**config.mk**
```make
export PLATFORM = sky130hd
export DESIGN_NAME = integer_string_parser_top
export DESIGN_NICKNAME = d
export VERILOG_FILES = /design/src/rtl/core/isp_pkg.sv /design/src/rtl/core/isp_scan.sv /design/src/rtl/core/isp_final.sv /design/src/rtl/core/integer_string_parser_top.sv
export SDC_FILE = /design/constraint.sdc
export NUM_CORES = 2
export LEC_CHECK = 0
export ABC_CLOCK_PERIOD_IN_PS = 12860
export BUFFER_PORTS_ARGS = -buffer_cell sky130_fd_sc_hd__buf_4
export CAP_MARGIN = 10
export CORE_MARGIN = 2
export CORE_UTILIZATION = 40
export DETAILED_ROUTE_END_ITERATION = 7
export PLACE_DENSITY = 0.63
export SYNTH_ARGS = -nofsm -noshare
export SYNTH_HDL_FRONTEND = slang
export SYNTH_SLANG_ARGS = --single-unit
```
**constraint.sdc**
```tcl
create_clock -name clk -period 12.86 [get_ports clk]
set_input_delay 0 -clock clk [delete_from_list [all_inputs] [get_ports clk]]
set_output_delay 0 -clock clk [all_outputs]
set_load 0.01 [all_outputs]
```
**src/rtl/core/isp_pkg.sv**
```systemverilog
// ----------------------------------------------------------------------------
// isp_pkg
// shared widths, codes, character classes and stage types of the parser
// ----------------------------------------------------------------------------
package isp_pkg;

  localparam int CHAR_W    = 8;
  localparam int VALUE_W   = 64;
  localparam int POS_W     = 16;
  localparam int STATUS_W  = 2;
  localparam int RADIX_W   = 6;
  localparam int PROD_W    = VALUE_W + RADIX_W;
  localparam int CFG_IDX_W = 1;

  localparam logic [POS_W-1:0] MAX_STRING_LEN = 16'hFFFF;

  localparam logic [CFG_IDX_W-1:0] CFG_RADIX = 1'b0;
  localparam logic [CFG_IDX_W-1:0] CFG_LIMIT = 1'b1;

  localparam logic [RADIX_W-1:0] RADIX_RESET = 6'd10;
  localparam logic [VALUE_W-1:0] LIMIT_RESET = '1;

  localparam logic [RADIX_W-1:0] BASE_DETECT = 6'd0;
  localparam logic [RADIX_W-1:0] BASE_ONE    = 6'd1;
  localparam logic [RADIX_W-1:0] BASE_OCT    = 6'd8;
  localparam logic [RADIX_W-1:0] BASE_DEC    = 6'd10;
  localparam logic [RADIX_W-1:0] BASE_HEX    = 6'd16;
  localparam logic [RADIX_W-1:0] BASE_MAX    = 6'd36;

  localparam logic [STATUS_W-1:0] ST_OK      = 2'd0;
  localparam logic [STATUS_W-1:0] ST_INVALID = 2'd1;
  localparam logic [STATUS_W-1:0] ST_RANGE   = 2'd2;

  localparam logic [CHAR_W-1:0] CH_NUL    = 8'h00;
  localparam logic [CHAR_W-1:0] CH_TAB    = 8'h09;
  localparam logic [CHAR_W-1:0] CH_CR     = 8'h0D;
  localparam logic [CHAR_W-1:0] CH_SPACE  = 8'h20;
  localparam logic [CHAR_W-1:0] CH_PLUS   = 8'h2B;
  localparam logic [CHAR_W-1:0] CH_MINUS  = 8'h2D;
  localparam logic [CHAR_W-1:0] CH_ZERO   = 8'h30;
  localparam logic [CHAR_W-1:0] CH_NINE   = 8'h39;
  localparam logic [CHAR_W-1:0] CH_UA     = 8'h41;
  localparam logic [CHAR_W-1:0] CH_UZ     = 8'h5A;
  localparam logic [CHAR_W-1:0] CH_LA     = 8'h61;
  localparam logic [CHAR_W-1:0] CH_LX     = 8'h78;
  localparam logic [CHAR_W-1:0] CH_LZ     = 8'h7A;
  localparam logic [CHAR_W-1:0] CASE_BIT  = 8'h20;
  localparam logic [CHAR_W-1:0] DIG_NONE  = 8'hFF;
  localparam logic [CHAR_W-1:0] ALPHA_OFS = 8'd10;

  typedef enum logic [1:0] {
    EK_NONE        = 2'd0,
    EK_INVALID     = 2'd1,
    EK_BARE_PREFIX = 2'd3
  } err_kind_t;

  typedef struct packed {
    err_kind_t          err;
    logic [VALUE_W-1:0] acc;
    logic               neg;
    logic               ovf;
    logic [POS_W-1:0]   end_pos;
  } snap_t;

  function automatic logic [CHAR_W-1:0] digit_of(input logic [CHAR_W-1:0] c);
    logic [CHAR_W-1:0] d;
    if (c >= CH_ZERO && c <= CH_NINE) d = c - CH_ZERO;
    else if (c >= CH_LA && c <= CH_LZ) d = c - CH_LA + ALPHA_OFS;
    else if (c >= CH_UA && c <= CH_UZ) d = c - CH_UA + ALPHA_OFS;
    else d = DIG_NONE;
    return d;
  endfunction

  function automatic logic is_space(input logic [CHAR_W-1:0] c);
    return (c == CH_SPACE) || (c >= CH_TAB && c <= CH_CR);
  endfunction

endpackage

```
**src/rtl/core/isp_scan.sv**
```systemverilog
// ----------------------------------------------------------------------------
// isp_scan
// input register and per-character scan: white space, sign, prefix, digits
// ----------------------------------------------------------------------------
module isp_scan (
  input  logic                          clk,
  input  logic                          rst_n,
  input  logic                          in_valid,
  output logic                          in_stall,
  input  logic [isp_pkg::CHAR_W-1:0]    in_char_code,
  input  logic                          in_end_of_string,
  input  logic [isp_pkg::RADIX_W-1:0]   radix,
  output logic                          snap_valid,
  input  logic                          snap_ready,
  output isp_pkg::snap_t                snap
);
  import isp_pkg::*;

  typedef enum logic [2:0] {
    PH_SPACE  = 3'd0,
    PH_SIGN   = 3'd1,
    PH_ZERO   = 3'd2,
    PH_X      = 3'd3,
    PH_DIGITS = 3'd4,
    PH_DONE   = 3'd5
  } phase_t;

  logic                 in_v_r;
  logic [CHAR_W-1:0]    char_r;
  logic                 eos_r;

  phase_t               phase_r, phase_nxt;
  logic                 neg_r, neg_nxt;
  logic [VALUE_W-1:0]   acc_r, acc_nxt;
  logic [RADIX_W-1:0]   base_r, base_nxt;
  logic                 ovf_r, ovf_nxt;
  logic [POS_W-1:0]     pos_r, pos_nxt;
  logic [POS_W-1:0]     endp_r, endp_nxt;
  err_kind_t            err_r, err_nxt;

  logic                 snap_v_r;
  snap_t                snap_r;

  logic                 consume;
  logic [CHAR_W-1:0]    c;
  logic [CHAR_W-1:0]    dig;
  logic                 fc;
  logic [RADIX_W-1:0]   fb;
  logic                 do_step;
  logic [RADIX_W-1:0]   sb;
  logic                 bump;
  logic [PROD_W-1:0]    prod;

  assign consume  = in_v_r && (!eos_r || !snap_v_r || snap_ready);
  assign in_stall = in_v_r && !consume;

  always_comb begin
    c   = eos_r ? CH_NUL : char_r;
    dig = digit_of(c);
    phase_nxt = phase_r;
    neg_nxt   = neg_r;
    acc_nxt   = acc_r;
    base_nxt  = base_r;
    ovf_nxt   = ovf_r;
    pos_nxt   = pos_r;
    endp_nxt  = endp_r;
    err_nxt   = err_r;
    fc        = 1'b0;
    fb        = base_r;
    do_step   = 1'b0;
    sb        = base_r;
    bump      = 1'b0;
    unique case (phase_r)
      PH_SPACE: begin
        base_nxt = radix;
        if (radix > BASE_MAX || radix == BASE_ONE) begin
          phase_nxt = PH_DONE;
          endp_nxt  = '0;
          err_nxt   = EK_INVALID;
        end else if (is_space(c)) begin
          bump = 1'b1;
        end else if (c == CH_PLUS || c == CH_MINUS) begin
          neg_nxt   = (c == CH_MINUS);
          bump      = 1'b1;
          phase_nxt = PH_SIGN;
        end else begin
          fc = 1'b1;
          fb = radix;
        end
      end
      PH_SIGN: begin
        fc = 1'b1;
      end
      PH_ZERO: begin
        if ((c | CASE_BIT) == CH_LX) begin
          bump      = 1'b1;
          phase_nxt = PH_X;
        end else begin
          sb        = (base_r == BASE_DETECT) ? BASE_OCT : base_r;
          base_nxt  = sb;
          phase_nxt = PH_DIGITS;
          do_step   = 1'b1;
        end
      end
      PH_X: begin
        if (dig >= CHAR_W'(BASE_HEX)) begin
          phase_nxt = PH_DONE;
          endp_nxt  = (pos_r != '0) ? pos_r - 1'b1 : '0;
          err_nxt   = EK_BARE_PREFIX;
        end else begin
          sb        = BASE_HEX;
          base_nxt  = BASE_HEX;
          phase_nxt = PH_DIGITS;
          do_step   = 1'b1;
        end
      end
      PH_DIGITS: begin
        do_step = 1'b1;
      end
      default: begin
      end
    endcase

    // first character after white space and sign
    if (fc) begin
      if ((fb == BASE_DETECT || fb == BASE_HEX) && c == CH_ZERO) begin
        bump      = 1'b1;
        phase_nxt = PH_ZERO;
        base_nxt  = fb;
      end else begin
        sb       = (fb == BASE_DETECT) ? BASE_DEC : fb;
        base_nxt = sb;
        if (dig >= CHAR_W'(sb)) begin
          phase_nxt = PH_DONE;
          endp_nxt  = '0;
          err_nxt   = EK_INVALID;
        end else begin
          phase_nxt = PH_DIGITS;
          do_step   = 1'b1;
        end
      end
    end

    prod = PROD_W'(acc_r) * PROD_W'(sb) + PROD_W'(dig);

    if (do_step) begin
      if (dig >= CHAR_W'(sb) || sb == BASE_DETECT) begin
        phase_nxt = PH_DONE;
        endp_nxt  = pos_r;
        err_nxt   = EK_NONE;
      end else begin
        if (!ovf_r) begin
          if (|prod[PROD_W-1:VALUE_W]) ovf_nxt = 1'b1;
          else acc_nxt = prod[VALUE_W-1:0];
        end
        bump = 1'b1;
      end
    end

    if (bump && pos_r < MAX_STRING_LEN) pos_nxt = pos_r + 1'b1;
  end

  always_ff @(posedge clk) begin
    if (!rst_n) begin
      in_v_r   <= 1'b0;
      phase_r  <= PH_SPACE;
      neg_r    <= 1'b0;
      acc_r    <= '0;
      base_r   <= '0;
      ovf_r    <= 1'b0;
      pos_r    <= '0;
      endp_r   <= '0;
      err_r    <= EK_NONE;
      snap_v_r <= 1'b0;
    end else begin
      if (!in_stall) in_v_r <= in_valid;
      if (snap_ready) snap_v_r <= 1'b0;
      if (consume) begin
        if (eos_r) begin
          snap_v_r <= 1'b1;
          phase_r  <= PH_SPACE;
          neg_r    <= 1'b0;
          acc_r    <= '0;
          base_r   <= '0;
          ovf_r    <= 1'b0;
          pos_r    <= '0;
          endp_r   <= '0;
          err_r    <= EK_NONE;
        end else begin
          phase_r  <= phase_nxt;
          neg_r    <= neg_nxt;
          acc_r    <= acc_nxt;
          base_r   <= base_nxt;
          ovf_r    <= ovf_nxt;
          pos_r    <= pos_nxt;
          endp_r   <= endp_nxt;
          err_r    <= err_nxt;
        end
      end
    end
  end

  always_ff @(posedge clk) begin
    if (in_valid && !in_stall) begin
      char_r <= in_char_code;
      eos_r  <= in_end_of_string;
    end
    if (consume && eos_r) begin
      snap_r.err     <= err_nxt;
      snap_r.acc     <= acc_nxt;
      snap_r.neg     <= neg_nxt;
      snap_r.ovf     <= ovf_nxt;
      snap_r.end_pos <= endp_nxt;
    end
  end

  assign snap_valid = snap_v_r;
  assign snap       = snap_r;

endmodule

```
**src/rtl/core/isp_final.sv**
```systemverilog
// ----------------------------------------------------------------------------
// isp_final
// limit rules, sign and status for a finished string, result register
// ----------------------------------------------------------------------------
module isp_final (
  input  logic                          clk,
  input  logic                          rst_n,
  input  logic                          snap_valid,
  output logic                          snap_ready,
  input  isp_pkg::snap_t                snap,
  input  logic [isp_pkg::VALUE_W-1:0]   limit,
  output logic                          out_valid,
  input  logic                          out_stall,
  output logic [isp_pkg::VALUE_W-1:0]   out_value,
  output logic [isp_pkg::POS_W-1:0]     out_consumed,
  output logic [isp_pkg::STATUS_W-1:0]  out_status
);
  import isp_pkg::*;

  logic                 out_v_r;
  logic [VALUE_W-1:0]   value_r, value_nxt;
  logic [POS_W-1:0]     cons_r, cons_nxt;
  logic [STATUS_W-1:0]  status_r, status_nxt;

  logic [VALUE_W-1:0]   y;
  logic                 neg;

  assign snap_ready = !out_v_r || !out_stall;

  always_comb begin
    y          = snap.ovf ? limit : snap.acc;
    neg        = snap.neg && !(snap.ovf && limit[0]);
    value_nxt  = '0;
    cons_nxt   = snap.end_pos;
    status_nxt = snap.ovf ? ST_RANGE : ST_OK;
    if (snap.err == EK_INVALID) begin
      cons_nxt   = '0;
      status_nxt = ST_INVALID;
    end else if (snap.err == EK_BARE_PREFIX) begin
      status_nxt = ST_OK;
    end else if (y >= limit && !limit[0] && !neg) begin
      value_nxt  = limit - 1'b1;
      status_nxt = ST_RANGE;
    end else if (y > limit) begin
      value_nxt  = limit;
      status_nxt = ST_RANGE;
    end else begin
      value_nxt = neg ? '0 - y : y;
    end
  end

  always_ff @(posedge clk) begin
    if (!rst_n) begin
      out_v_r <= 1'b0;
    end else if (snap_ready) begin
      out_v_r <= snap_valid;
    end
  end

  always_ff @(posedge clk) begin
    if (snap_valid && snap_ready) begin
      value_r  <= value_nxt;
      cons_r   <= cons_nxt;
      status_r <= status_nxt;
    end
  end

  assign out_valid    = out_v_r;
  assign out_value    = value_r;
  assign out_consumed = cons_r;
  assign out_status   = status_r;

endmodule

```
**src/rtl/core/integer_string_parser_top.sv**
```systemverilog
// ----------------------------------------------------------------------------
// integer_string_parser_top
// streaming integer parser: one character per transfer, one result per string
// ----------------------------------------------------------------------------
//  channel | direction | payload                          | handshake
//  in_     | input     | char_code, end_of_string         | valid / stall
//  out_    | output    | value, consumed, status          | valid / stall
//  cfg_    | input     | index, wdata (radix, limit)      | wr_en
//
//  one character per cycle while in_stall is low, set by the scan stage's 64x6 multiply-add
//  a result is registered after its end marker transfer in the input register,
//  then the scan register, then the result register
//  reset (synchronous, rst_n low) empties all stages and loads radix 10 and
//  an all-ones limit; out_stall backs up through the stages into in_stall
// ----------------------------------------------------------------------------
module integer_string_parser_top (
  input  logic                            clk,
  input  logic                            rst_n,
  input  logic                            in_valid,
  output logic                            in_stall,
  input  logic [isp_pkg::CHAR_W-1:0]      in_char_code,
  input  logic                            in_end_of_string,
  output logic                            out_valid,
  input  logic                            out_stall,
  output logic [isp_pkg::VALUE_W-1:0]     out_value,
  output logic [isp_pkg::POS_W-1:0]       out_consumed,
  output logic [isp_pkg::STATUS_W-1:0]    out_status,
  input  logic                            cfg_wr_en,
  input  logic [isp_pkg::CFG_IDX_W-1:0]   cfg_index,
  input  logic [isp_pkg::VALUE_W-1:0]     cfg_wdata
);
  import isp_pkg::*;

  logic [RADIX_W-1:0] radix_r;
  logic [VALUE_W-1:0] limit_r;

  logic               snap_valid;
  logic               snap_ready;
  snap_t              snap;

  always_ff @(posedge clk) begin
    if (!rst_n) begin
      radix_r <= RADIX_RESET;
      limit_r <= LIMIT_RESET;
    end else if (cfg_wr_en) begin
      unique case (cfg_index)
        CFG_RADIX: radix_r <= cfg_wdata[RADIX_W-1:0];
        CFG_LIMIT: limit_r <= cfg_wdata;
        default: begin
        end
      endcase
    end
  end

  isp_scan u_scan (
    .clk              (clk),
    .rst_n            (rst_n),
    .in_valid         (in_valid),
    .in_stall         (in_stall),
    .in_char_code     (in_char_code),
    .in_end_of_string (in_end_of_string),
    .radix            (radix_r),
    .snap_valid       (snap_valid),
    .snap_ready       (snap_ready),
    .snap             (snap)
  );

  isp_final u_final (
    .clk          (clk),
    .rst_n        (rst_n),
    .snap_valid   (snap_valid),
    .snap_ready   (snap_ready),
    .snap         (snap),
    .limit        (limit_r),
    .out_valid    (out_valid),
    .out_stall    (out_stall),
    .out_value    (out_value),
    .out_consumed (out_consumed),
    .out_status   (out_status)
  );

endmodule

```
== After elaboration in Yosys (flattened, before gate mapping) ==
Cells that the tools add are included.

* Output and inout port bits: 84
* Logic and storage cells: 206
* Bits of input ports: 79
* Register bits after elaboration: 357

* $lt $le $gt $ge: 15
* Multiply operators: 1
* Equality and inequality tests: 13
* Add/sub/neg operators: 10
* Mux-type cells: 97
* Reduce and logical (&&, ||, !) cells: 45
* Bitwise operators: 1

{| class="wikitable"
|+ Operators by type and width
! operator !! number
|-
| $mux W64 || 9
|-
| $mux W16 || 11
|-
| $mux W6 || 13
|-
| $add A70 B8 Y70 || 1
|-
| $mul A64 B6 Y70 || 1
|-
| $ge A64 B64 Y1 || 1
|-
| $gt A64 B64 Y1 || 1
|-
| $sub A1 B64 Y64 const A || 1
|-
| $sub A64 B1 Y64 const B || 1
|-
| $eq A8 B6 Y1 const B || 4
|-
| $mux W1 || 32
|-
| $mux W8 || 4
|-
| $pmux W16 S2 || 1
|-
| $mux W3 || 9
|-
| $mux W2 || 11
|-
| $logic_not A6 Y1 || 3
|-
| $pmux W6 S3 || 1
|-
| $add A16 B1 Y16 const B || 1
|-
| $add A8 B4 Y8 const B || 2
|-
| $ge A8 B6 Y1 || 2
|-
| $ge A8 B7 Y1 const B || 2
|-
| $le A8 B7 Y1 const B || 2
|-
| $lt A16 B16 Y1 const B || 1
|-
| $reduce_bool A16 Y1 || 1
|-
| 32 further kinds || 67
|}

== Longest topological paths before layout ==
* Depth after elaboration: 20
* Mapped depth: 41

== By module ==
A second synthesis with hierarchy kept.

* Cell total of the unflattened synthesis: 3991
* Area total of the unflattened synthesis: 35296.4 um^2

{| class="wikitable"
|+ Modules (own cells, without submodules)
! module !! cells each !! times used !! area an instance (um^2)
|-
| isp_scan || 2537 || 1 || 22579.2
|-
| isp_final || 1142 || 1 || 9653.0
|-
| integer_string_parser_top || 312 || 1 || 3064.2
|}

== Worst setup path after synthesis ==
Ideal clock, no wire load.

* Kind: register to register
* From: register u_scan.eos_r
* To: register u_scan.snap_r (netlist bit u_scan.snap[33]) (data pin)
* Buffers on the path: 7
* Cell stages (with the launch flop): 39
* Period minus slack after synthesis: 9.014 ns
* Library setup time: 0.262 ns
* Arrival: 8.752 ns
* Setup slack: 3.846 ns
* Data required time: 12.598 ns
* Path through: edfxtp_1 -> buf_2 -> buf_1 -> inv_2 -> nand2_1 -> inv_1 -> ha_1 -> mux2_2 -> nand3_1 -> nand2b_1 -> nor3_4 -> mux2i_1 -> nor2_1 -> nor2_1 -> a21o_1 -> clkbuf_1 -> clkbuf_1 -> nand2_1 -> (+3 left out) -> fa_1 -> inv_1 -> fa_1 -> inv_1 -> ha_1 -> a21oi_1 -> nand2_1 -> o21ai_1 -> a211oi_1 -> o2111a_1 -> or4_1 -> a32oi_1 -> and3_1 -> and4b_1 -> buf_2 -> buf_6 -> buf_6 -> mux2_1

* Longest elaborated chain between the ends: 19
* Elaborated cells between the ends (all ways): 64
* Classes of those cells: 6 x add/sub; 1 x mul; 11 x order compare; 6 x eq/ne; 28 x mux; 12 x reduce/logical

{| class="wikitable"
|+ Ends and longest elaborated chain
! what !! line !! RTL
|-
| start, declared || isp_scan.sv:30 || <nowiki>logic eos_r;</nowiki>
|-
| start signal, assigned || isp_scan.sv:206 || <nowiki>eos_r <= in_end_of_string;</nowiki>
|-
| $mux W8 * || isp_scan.sv:58 || <nowiki>c = eos_r ? CH_NUL : char_r;</nowiki>
|-
| branches (longest 17 deep; another with $mul A64 B6 Y70) || n/a ||
|-
| $mux W64 * || isp_scan.sv:146 || <nowiki>if (do_step) begin</nowiki>
|-
| named net u_scan.acc_nxt[15] || isp_scan.sv:34 || <nowiki>logic [VALUE_W-1:0] acc_r, acc_nxt;</nowiki>
|-
| end, declared || isp_scan.sv:42 || <nowiki>snap_t snap_r;</nowiki>
|}

Mark *: on every way through the listed nets, which the timed path passes.
A chain may end at the register's enable or synchronous reset.

== Worst setup path after layout ==
* From: register u_scan.eos_r
* To: register u_scan.acc_r[46]

* Longest elaborated chain between the ends: 20
* Elaborated cells between the ends (all ways): 69
* Classes of those cells: 6 x add/sub; 1 x mul; 11 x order compare; 6 x eq/ne; 29 x mux; 16 x reduce/logical

{| class="wikitable"
|+ Ends and longest elaborated chain
! what !! line !! RTL
|-
| branches (longest 20 deep; another with $mul A64 B6 Y70) || n/a ||
|-
| end signal, assigned || isp_scan.sv:192 || <nowiki>acc_r <= acc_nxt;</nowiki>
|-
| end, declared || isp_scan.sv:34 ||
|}

Several ways; the timed one is not identified.

==> reports/metrics.cfg <==
[outcome]
outcome=finished, final reports clean

[sta]
max_slew_margin=0.216
rsz0062_at_grt=no
setup_viol=0
finalHoldViolCount=0
tns_ns=0
setup_ws_ns=1.72
tightest_slew_ns=1.17
timing.final.max_slew_violations=0
period_share=0.866
finalClockSkew_ns=0.0281
fin_crit_ns=11.14
fmax_mhz=89.8

[detailed_routing]
wl_um=103000
drtPass1Iterations=6
final_antenna_net_count=0
via_per_inst=5.75
drt_iter0_markers=2218
vias=29000
drc=0
wl_per_cell_um=20.4

[cts]
cts.sinks=357
cts-htree-levels=2
path_clk_slew_ns=0.06
clock_path_buffers=3
cts_root_buffer=clkbuf_16
clkLatencyLatePin_ns=0.55
cts_setup_buffers=0
cts_resized=0
cts_tree=built
cts_buffers=36

[pwr]
vdd_drop_max_uv=71.1
leakage_uw=0.0174
total_power_uw=2700
powerDensity_nw_per_um2=70.2

[floorplan]
die_y_um=297
core_um2=85100
start_util=0.404
rows=107
die_area_um2=88300
die_x_um=297
ios=163

[setup_path]
cp_top_family=compound AO/OA/AOI/OAI gates
slowest_delay_ns=0.75
worstPathArrival_ns=11.60
path_max_fanout=37
cp-start-kind=flop
crit_buf_inv=6
crit_required_ns=13.32
crit_slowest_cell=o22a_2
end_kind=flop
crit_type=reg -> reg
reg2reg_slack_ns=1.72

[layout]
layout_common_cells=342 x nand2_1, 297 x and2_1, 254 x fa_1
area_delta_synth_final_pct=11.8
fill_cells=8269
drive_gt1_frac=0.0904
layout_commonest_cell=nand2_1
fin_util=0.451
finalNetCount=4433

[global_route]
grt_pass1_wl_um=164000
grt_pass1_vias=28500
grt_usage=0.230
overflow=0
antenna_found_initial=0
grt_max_degree=81

[synth]
syn_inst=3764
syn-num-nets=4330
synth_area_um2=34400
ys_ff_latch=357
syn_avg_cell_area_um2=9.13
ys_async_sr_fraction=0
synthFlopType=dfxtp_1
seq_area_frac_synth=0.259
synth.distinct_cells=95
ys_warn_count=0
synth_edf_count=175

[worst_hold_path]
hold_path.class=in -> reg

[placed_design]
dpl.hpwl_um=78500
port_buffers=162
post-place-ws_ns=1.86
gp_congestion=0.923

[job]
max-cap-violations=0

==> worst reg2reg max path, delay by kind of cell, from the launching register on <==
kind | cells | cell delay [ns]
adder cells (fa/ha/maj) | 6 | 2.51
AND/OR/NAND/NOR | 9 | 2.83
flip-flops | 1 | 0.65
AO/OA/AOI/OAI | 12 | 3.65
buffers and inverters | 6 | 1.44
==> final cells by class <==
class                      count  area, µm²  share of cell area
antenna                        1       2.50           0.0000651
clock buffer                  51       1060              0.0276
clock inverter                15        166             0.00433
inverter                     254        955              0.0248
multi-input combinational   2946      23700               0.616
sequential                   357       8900               0.232
tap                         1144       1430              0.0373
timing repair buffer         272       2240              0.0582
==> cell usage after synthesis (all sizes together), types with 7 or more instances <==
cell / n / area [µm²]
and2: 299 / 1870
o21ai: 145 / 737
a31o: 7 / 61.3
o41ai: 9 / 78.8
a32oi: 16 / 140
a211oi: 17 / 133
dfxtp: 182 / 3640
nor4: 30 / 209
ha: 233 / 2920
nor2: 176 / 668
xnor2: 98 / 858
nor2b: 91 / 569
o22ai: 9 / 56.3
nand4: 51 / 319
nor3b: 13 / 97.6
fa: 254 / 5080
nand2: 342 / 1280
nand3: 67 / 345
and3: 25 / 156
or3: 19 / 119
a31oi: 29 / 181
or4: 15 / 116
nor3: 110 / 588
o211ai: 90 / 676
a22oi: 28 / 210
a21boi: 13 / 97.6
o31ai: 20 / 150
a221o: 7 / 70.1
edfxtp: 175 / 5260
a21oi: 208 / 1040
clkbuf: 166 / 623
mux2: 114 / 1280
o21a: 21 / 158
buf: 41 / 309
mux2i: 39 / 394
o21bai: 14 / 105
xor2: 46 / 403
a2111oi: 9 / 78.8
inv: 253 / 950
nand2b: 26 / 163
a22o: 82 / 718
a21o: 71 / 533
a211o: 12 / 105
or2: 8 / 50.1
==> repair_timing <==
item	CTS	global route
hold buffers	78	0
hold endpoints to repair	101	0
setup endpoints to repair	0	0
==> final timing paths <==
path                startpoint                 to  cells after the start
min reg2reg  u_scan.endp_r[11]  u_scan.endp_r[11]                      1
max reg2reg       u_scan.eos_r   u_scan.acc_r[46]                     33
min                  cfg_wr_en         radix_r[3]                      4
max               u_scan.eos_r   u_scan.acc_r[46]                     33
==> metal layers <==
metal	vias to the layer above	global-route usage	routed length (µm)
li1	13600	-	-
met1	14200	0.332	47200
met2	1032	0.354	44800
met3	175	0.0362	7850
met4	0	0.0690	3040
met5	-	0	0
==> power breakdown <==
| group | switching (µW) | internal [µW] |
|---|---|---|
| registers | 36.5 | 1220 |
| clock network | 473 | 627 |
| logic | 220 | 122 |
| total | 730 | 1970 |
==> metrics by stage <==
step | hold WS, ns | std cells | instance area, µm²
after detailed placement | 0.180 | 4895 | 36400
final | 0.144 | 5040 | 38400
after floorplan | 0.0989 | 3764 | 34400
after CTS | 0.110 | 5039 | 38400
after global routing | 0.160 | 5039 | 38400
after global placement | 0.178 | 4895 | 36400
==> logic make-up after synthesis <==
logic type / Yosys count / share of synthesized area
AOI/OAI and AO/OA: 872 / 0.173
xor gates and xnor gates: 144 / 0.0367
adders and majority gates: 487 / 0.233
buffers and inverters: 461 / 0.0549
DFF: 357 / 0.259
muxes: 153 / 0.0488
and+or+nand+nor: 1290 / 0.195
==> sequential cells by signal, indices dropped and copies added (netlist names), 2 cells and up <==
signal,flops
u_final.out_consumed,16
u_scan.err_r,2
u_scan.char_r,8
u_scan.phase_r,3
u_scan.pos_r,16
radix_r,6
u_final.out_value,64
u_scan.endp_r,16
u_final.out_status,2
limit_r,64
u_scan.base_r,6
u_scan.acc_r,64
u_scan.snap,84
No activity file was read; power rests on OpenSTA's default activity.
